## src/sv/asp_pkg.sv

```systemverilog
// Shared constants, codes and controller/datapath interface types for the A* search core.
`timescale 1ns / 1ps
`default_nettype none
package asp_pkg;

	localparam int MAX_VERTICES_DEF  = 32;
	localparam int WEIGHT_BITS_DEF   = 16;
	localparam int VERTEX_FIELD_BITS = 5;
	localparam int VALUE_BITS        = 16;
	localparam int ACTIVE_BITS       = 6;
	localparam int LIMIT_BITS        = 6;

	localparam logic [ACTIVE_BITS-1:0] ACTIVE_RESET = 6'd32;
	localparam logic [LIMIT_BITS-1:0]  RESULT_LIMIT = 6'd32;

	localparam logic [1:0] ACT_LOAD   = 2'd0;
	localparam logic [1:0] ACT_SEARCH = 2'd1;
	localparam logic [1:0] ACT_CLEAR  = 2'd2;

	localparam logic [1:0] VS_UNVISITED = 2'd0;
	localparam logic [1:0] VS_OPEN      = 2'd1;
	localparam logic [1:0] VS_CLOSED    = 2'd2;

	typedef enum logic [3:0] {
		S_CLEAR,
		S_IDLE,
		S_MIN,
		S_PICK,
		S_RD,
		S_REL,
		S_TRACE,
		S_EMIT,
		S_NOTFOUND
	} state_t;

	typedef struct packed {
		logic clr_start;
		logic clr_step;
		logic load_edge;
		logic search_start;
		logic min_step;
		logic pick;
		logic rd;
		logic rel;
		logic tr_step;
		logic emit_path;
		logic emit_nf;
	} cmd_t;

	typedef struct packed {
		logic clear_done;
		logic search_bad;
		logic scan_end;
		logic best_valid;
		logic best_is_goal;
		logic nbr_end;
		logic trace_done;
		logic emit_last;
		logic out_free;
	} sts_t;

endpackage
`default_nettype wire

```

## src/sv/asp_ctrl.sv

```systemverilog
// Controller state machine sequencing load, clear, search, trace and result output.
`timescale 1ns / 1ps
`default_nettype none
module asp_ctrl (
	input  wire logic        clk,
	input  wire logic        arst_n,
	input  wire logic        s_tvalid,
	input  wire logic [1:0]  action,
	output logic             s_tready,
	input  asp_pkg::sts_t    sts,
	output asp_pkg::cmd_t    cmd
);
	import asp_pkg::*;

	state_t state_q, state_d;

	always_ff @(posedge clk or negedge arst_n) begin
		if (!arst_n) begin
			state_q <= S_CLEAR;
		end else begin
			state_q <= state_d;
		end
	end

	always_comb begin
		state_d  = state_q;
		cmd      = '0;
		s_tready = 1'b0;
		case (state_q)
			S_CLEAR: begin
				cmd.clr_step = 1'b1;
				if (sts.clear_done) begin
					state_d = S_IDLE;
				end
			end
			S_IDLE: begin
				s_tready = 1'b1;
				if (s_tvalid) begin
					case (action)
						ACT_LOAD: begin
							cmd.load_edge = 1'b1;
						end
						ACT_SEARCH: begin
							cmd.search_start = 1'b1;
							state_d = sts.search_bad ? S_NOTFOUND : S_MIN;
						end
						ACT_CLEAR: begin
							cmd.clr_start = 1'b1;
							state_d = S_CLEAR;
						end
						default: begin
						end
					endcase
				end
			end
			S_MIN: begin
				cmd.min_step = 1'b1;
				if (sts.scan_end) begin
					state_d = S_PICK;
				end
			end
			S_PICK: begin
				cmd.pick = 1'b1;
				if (!sts.best_valid) begin
					state_d = S_NOTFOUND;
				end else if (sts.best_is_goal) begin
					state_d = S_TRACE;
				end else begin
					state_d = S_RD;
				end
			end
			S_RD: begin
				cmd.rd = 1'b1;
				state_d = sts.nbr_end ? S_MIN : S_REL;
			end
			S_REL: begin
				cmd.rel = 1'b1;
				state_d = S_RD;
			end
			S_TRACE: begin
				cmd.tr_step = 1'b1;
				if (sts.trace_done) begin
					state_d = S_EMIT;
				end
			end
			S_EMIT: begin
				if (sts.out_free) begin
					cmd.emit_path = 1'b1;
					if (sts.emit_last) begin
						state_d = S_IDLE;
					end
				end
			end
			S_NOTFOUND: begin
				if (sts.out_free) begin
					cmd.emit_nf = 1'b1;
					state_d = S_IDLE;
				end
			end
			default: begin
				state_d = S_IDLE;
			end
		endcase
	end

endmodule
`default_nettype wire

```

## config.mk

```make
export PLATFORM = sky130hd
export DESIGN_NAME = asp_ctrl
export DESIGN_NICKNAME = d
export VERILOG_FILES = /design/src/sv/asp_pkg.sv /design/src/sv/asp_ctrl.sv
export SDC_FILE = /design/constraint.sdc
export NUM_CORES = 1
export LEC_CHECK = 0
export BUFFER_PORTS_ARGS = -buffer_cell sky130_fd_sc_hd__clkbuf_2
export CAP_MARGIN = 15
export CORE_UTILIZATION = 39
export DETAILED_ROUTE_END_ITERATION = 16
export PLACE_DENSITY_LB_ADDON = 0.15
export SKIP_LAST_GASP = 1
export SLEW_MARGIN = 10
export SYNTH_ARGS = -nofsm -noshare
export SYNTH_HDL_FRONTEND = slang
export SYNTH_SLANG_ARGS = --single-unit
```

## constraint.sdc

```tcl
create_clock -name clk -period 1.5 [get_ports clk]
set_input_delay 0.3 -clock clk [delete_from_list [all_inputs] [get_ports clk]]
set_output_delay 0.3 -clock clk [all_outputs]
set_load 0.02 [all_outputs]
```

==> results of run 1 <==
-- cells by family after synthesis --
logic type | count (synthesis) | share of synthesized area
buffers and inverters | 10 | 0.1422
AOI/OAI and AO/OA | 15 | 0.2465
and+or+nand+nor | 34 | 0.4218
DFF | 4 | 0.1896
-- stage by stage --
step	hold slack, ns	util	TNS (ns)	cells
global placement	0.1067	0.6414	-0.4721	113
CTS	0.3380	0.9114	-2.047	132
floorplan	0.004409	-	-1.167	63
detailed placement	0.1104	0.6414	-0.7278	113
-- timing repair --
item                                    4_1_cts
endpoints found under the hold margin         4
setup buffers                                15
resized for setup                            45
pin swaps                                    13
endpoints found under the setup margin       16
hold buffers                                  1
==> results.md, run 1 <==
- The number of clock sinks is 4.
- The maximum number of pins on one net before global-route repair is 8.
- The flow did not finish.
- By instance count, the leading cell after synthesis is sky130_fd_sc_hd__nor3_1.
- When the global-route repair_timing finished, the worst setup path ended at cmd[7].
- The first error in the log reads "[ERROR DPL-0038] Utilization greater than 100%, impossible to legalize".
- The root buffer cell is sky130_fd_sc_hd__clkbuf_4.
- The count of flip-flops with a built-in enable after synthesis is 0.
- Input and output buffers added on the ports amount to 25.
- The leading area contributor after synthesis is sky130_fd_sc_hd__dfrtp_1.
- The number of storage elements in the synthesis netlist is 4.
- The mean post-synth cell area is 8.381 sq um.
- In the synthesized netlist, the number of instances is 63.
- Counting the buffers created by CTS gives 3.
- Synthesis instantiated 30 different standard cells from the library.
- The largest buffer count on any clock path is 2.
- The die outline height is 38.80 um.
- The count of pins on the block boundary is 26.
- The number of nets handed over by synthesis was 77.
- For this run, the leading register cell type out of synthesis is sky130_fd_sc_hd__dfrtp_1.
- The total placed instance area is 760.7 sq um.
- The commonest cells after synthesis are sky130_fd_sc_hd__nor3_1 (8), sky130_fd_sc_hd__nand2_1 (7), sky130_fd_sc_hd__buf_6 (5), sky130_fd_sc_hd__inv_1 (5), sky130_fd_sc_hd__nor2_1 (5).
- After legalization and detailed placement, the total HPWL measured 1.119 mm.
- For this run, the register share of the synthesized area comes to 0.1896.
- In the post-synthesis netlist, the biggest area contributors are sky130_fd_sc_hd__dfrtp_1 (19%), sky130_fd_sc_hd__buf_6 (11%), sky130_fd_sc_hd__nor3_1 (7.6%), sky130_fd_sc_hd__nand2_1 (5.0%), sky130_fd_sc_hd__nor4b_4 (4.5%).
- The stage where the flow stopped is global routing (5_1_grt).
- The worst endpoint type is a top-level output.
- The post-synthesis cell area is 528.0 sq um.
- For this configuration, the core starts out at a cell density of 0.4451.
- The placement-stage worst setup slack is -0.1600 ns.
- The share of synthesized area in the top cell type comes to 0.1896.
- Yosys printed 0 warnings.
- The final weighted congestion in routability-driven placement is 0.7094.
- The level count of the clock H-tree is 1.
- The number of placement rows is 12.
- Counting flops with an async set or reset pin after synthesis yields a share of 1.000.
- Measured along the x axis, the die boundary spans 38.80 um.
==> run 2: changes to the inputs <==
--- a/config.mk
+++ b/config.mk
@@ -7,8 +7,9 @@
 export LEC_CHECK = 0
 export BUFFER_PORTS_ARGS = -buffer_cell sky130_fd_sc_hd__clkbuf_2
 export CAP_MARGIN = 15
-export CORE_UTILIZATION = 39
+export CORE_AREA = 2 2 63 65
 export DETAILED_ROUTE_END_ITERATION = 16
+export DIE_AREA = 0 0 65 67
 export PLACE_DENSITY_LB_ADDON = 0.15
 export SKIP_LAST_GASP = 1
 export SLEW_MARGIN = 10
==> constraint.sdc (replaced) <==
create_clock -name clk -period 2 [get_ports clk]
set_input_delay 0.4 -clock clk [delete_from_list [all_inputs] [get_ports clk]]
set_output_delay 0.4 -clock clk [all_outputs]
set_load 0.02 [all_outputs]
==> results.md, run 2 <==
- Outcome: finished, final reports clean (was did not finish).
- Leaving out fill and tap cells, the most frequent cells in the layout are sky130_fd_sc_hd__clkbuf_2 (25), sky130_fd_sc_hd__nand2_1 (7), sky130_fd_sc_hd__nor3_1 (7), sky130_fd_sc_hd__buf_4 (6).
- The count of flip-flops with a built-in enable after synthesis was 0 (unchanged).
- The initial antenna violation count was 0.
- The average wire length per cell after detail routing is 11.55 um.
- The die outline height is 67 um (was 38.80 um).
- The worst path needs 1.874 ns of the cycle, external delays included.
- The area share of the leading cell type in the synthesized netlist is 0.1896 (unchanged).
- The count of pins on the block boundary was 26 (unchanged).
- In this run the worst path has a maximum fanout of 9.
- STA classifies the critical path endpoint as a primary output.
- The ratio of routed vias to standard cells is 4.050.
- The final count of pins violating max slew is 0.
- The number of clock sinks is 4 (unchanged).
- For the worst setup path, the data arrival time is 1.47 ns.
- For the worst setup path, the data required time is 1.60 ns.
- The synthesis warning total is 0 (unchanged).
- Detailed routing inserted a total of 571 vias.
- The largest registers in the layout are state_q (4).
- The critical path in this run is classified as flip-flop to primary output.
- The number of instances in the synthesized netlist is 63 (unchanged).
- Max-cap violations in this run came to 0.
- The final core utilization is 0.2120.
- The unique cell type count in the Yosys netlist was 30 (unchanged).
- The portion of the post-synthesis area used by sequential elements is 0.1896 (unchanged).
- The most common cell in the netlist is sky130_fd_sc_hd__nor3_1 (unchanged).
- The floorplan step defined a die boundary enclosing 4355 sq um.
- The area growth from synthesis to layout is 44.79%.
- The combined global-route utilization of all metal layers is 0.07772.
- The largest buffer count on any clock path came to 2 (unchanged).
- The post-synthesis net count is 77 (unchanged).
- Commonest cells in the netlist: sky130_fd_sc_hd__nor3_1 (8), sky130_fd_sc_hd__nand2_1 (7), sky130_fd_sc_hd__buf_6 (5), sky130_fd_sc_hd__inv_1 (5), sky130_fd_sc_hd__nor2_1 (5) (unchanged).
- The slowest stage of the critical path is the sky130_fd_sc_hd__dfrtp_2 cell.
- The die span in x came to 65 um (was 38.80 um).
- The fraction of synthesis flops using an asynchronous set or reset pin is 1.000 (unchanged).
- The violation count after the first detailed-route iteration is 29.
- The post-synthesis cell area is 528.0 sq um (unchanged).
- The maximum resistive drop on vdd is 0.2058 mV.
- Once detail routing completed, the nets flagged for antenna violations numbered 0.
- The most frequently used flop master after synthesis is sky130_fd_sc_hd__dfrtp_1 (unchanged).
- The maximum clock frequency is 533.6 MHz.
- The aggregate negative setup slack is 0 ns.
- The sort of element at the start of the critical path is a flip-flop.
- Entering global routing, the biggest net connects 11 pins.
- The total non-filler cell area in the finished layout is 764.5 sq um.
- After detailed routing, the number of remaining DRC violations is 0.
- The via count of the first global-routing pass is 538.
- The total iterations of the first detailed-routing run is 2.
- The number of storage elements in the synthesis netlist was 4 (unchanged).
- Main area contributors after synthesis: sky130_fd_sc_hd__dfrtp_1 (19%), sky130_fd_sc_hd__buf_6 (11%), sky130_fd_sc_hd__nor3_1 (7.6%), sky130_fd_sc_hd__nand2_1 (5.0%), sky130_fd_sc_hd__nor4b_4 (4.5%) (unchanged).
- The fraction of layout instances using a drive strength above 1 is 0.4946.
- The detailed-placement wirelength estimate is 1.400 mm (was 1.119 mm).
- The total placed instance area came to 711.9 sq um (was 760.7 sq um).
- The buffer count from post-CTS setup fixing was 0 (was 15).
- The cell area power density is 1402 nW/um^2.
- The first-pass GRT wire length is 2.553 mm.
- The CTS buffer count came to 3 (unchanged).
- The register containing the most flip-flops in the final layout is state_q.
- The number of placement rows is 22 (was 12).
- On the final layout, the worst clock skew is 0.001673 ns.
- The leakage power of the design is 0.0003343 uW.
- In this design, the largest share of critical-path delay is due to simple AND/OR/NAND/NOR gates.
- TritonCTS built the clock tree.
- Setup violations remaining at the end of the flow were counted as 0.
- In this run the tightest slew margin relative to its limit is 0.7628.
- The number of flip-flops under the largest register name is 4.
- Setup repair after global routing left no endpoint under its margin.
- The pin slew with the least headroom to its limit is 0.3528 ns.
- The total overflow left after global routing is 0.
- The net count reported at finish is 109.
- The total buffers and inverters traversed by the critical path is 1.
- The portion of the clock cycle consumed by the worst path in the final layout is 0.9370.
- The total chip power is 1072 uW.
- The root buffer cell is sky130_fd_sc_hd__clkbuf_8 (was sky130_fd_sc_hd__clkbuf_4).
- 0 antenna diodes ended up in the layout.
- Walking the worst path, the cells encountered are nor4b_4 -> nand2_1 -> nor3b_2 -> clkbuf_2.
- On the worst path, the slowest cell contributes a delay of 0.46 ns.
- The level count of the clock H-tree is 1 (unchanged).
- The count of endpoints failing hold in the final timing report is 0.
- The path class of the tightest hold or removal check is input pin to flip-flop.
- The mean post-synth cell area is 8.381 sq um (unchanged).
- Summed over all layers, the routed wires come to 1.629 mm.
- The count of input and output buffers is 25 (unchanged).
- The final weighted congestion in routability-driven placement is 0.7646 (was 0.7094).
- The most frequent standard cell in the layout excluding fill and tap cells is sky130_fd_sc_hd__clkbuf_2.
- The leading area contributor after synthesis is sky130_fd_sc_hd__dfrtp_1 (unchanged).
- The clock insertion delay at the later pin of the skew report is 0.21 ns.
- After clock tree synthesis, the clock-pin slew on the worst setup and hold paths is 0.03 ns.
- The starting utilization of the core area was 0.1464 (was 0.4451).
- The core outline area is 3606 sq um.
==> run 2: cell counts after synthesis <==
Identical to the previous run, type by type.
==> run 2: power breakdown <==
group,internal [uW],switching [uW]
combinational,319,410
clock,128,39.3
sequential,118,57.4
==> run 2: final timing paths <==
| kind | from | endpoint | slack, ns | cells past startpoint |
|---|---|---|---|---|
| worst min register to register | state_q[3] | state_q[2] | 0.76 | 2 |
| worst max-delay path | state_q[3] | cmd[7] | 0.13 | 4 |
| max in group asynchronous | arst_n | state_q[3] | 1.33 | 2 |
| worst min-delay path | sts[0] | state_q[3] | 0.46 | 2 |
| worst max register to register | state_q[2] | state_q[0] | 0.26 | 6 |
| min in group asynchronous | arst_n | state_q[1] | 0.53 | 2 |
==> run 2: worst register-to-register path, cell delays in order, from the launching register on <==
cell,delay (ns)
sky130_fd_sc_hd__dfrtp_1,0.52
sky130_fd_sc_hd__nor4b_4,0.08
sky130_fd_sc_hd__buf_4,0.15
sky130_fd_sc_hd__a32oi_2,0.21
sky130_fd_sc_hd__nand4_4,0.18
sky130_fd_sc_hd__a2111oi_2,0.39
sky130_fd_sc_hd__a211oi_2,0.07
==> run 2: per-layer routing <==
layer | part of all wire | global-route usage | up-vias
met4 | 0 | 0.03989 | 0
met5 | 0 | 0 | -
li1 | - | - | 290
met3 | 0.049 | 0.01351 | 0
met2 | 0.51 | 0.1340 | 14
met1 | 0.44 | 0.09201 | 267
==> run 2: per-stage QoR <==
| step | hold slack, ns | setup WS (ns) | std cells |
|---|---|---|---|
| after floorplan | 0.1044 | 0.03964 | 63 |
| after global placement | 0.2129 | 0.2199 | 137 |
| after detailed placement | 0.2151 | 0.2183 | 137 |
| after CTS | 0.4548 | 0.06647 | 141 |
| after global routing | 0.4605 | 0.01833 | 141 |
| final | 0.4595 | 0.1260 | 141 |
==> run 2: layout make-up <==
cell class                 instances  area [sq um]
multi-input combinational         49         362.8
tap                               48         60.06
inverter                           5         18.77
clock buffer                       3         41.29
fill                             418          2841
timing repair buffer              32         180.2
sequential                         4         101.3
==> run 2: timing repair <==
| action | CTS | global route |
|---|---|---|
| endpoints found under the hold margin | 4 | 0 |
| gates resized for setup | 0 | 1 |
| setup endpoints to repair | 0 | 2 |
| hold buffers | 1 | 0 |
==> run 2: kinds of logic (layout without fill, tap and decap cells) <==
group	after synthesis	in the layout	synth area share
buf+inv	10	40	0.1422
flops	4	4	0.1896
compound gates	15	15	0.2465
simple gates	34	34	0.4218
(Power assumes the default switching activity.)
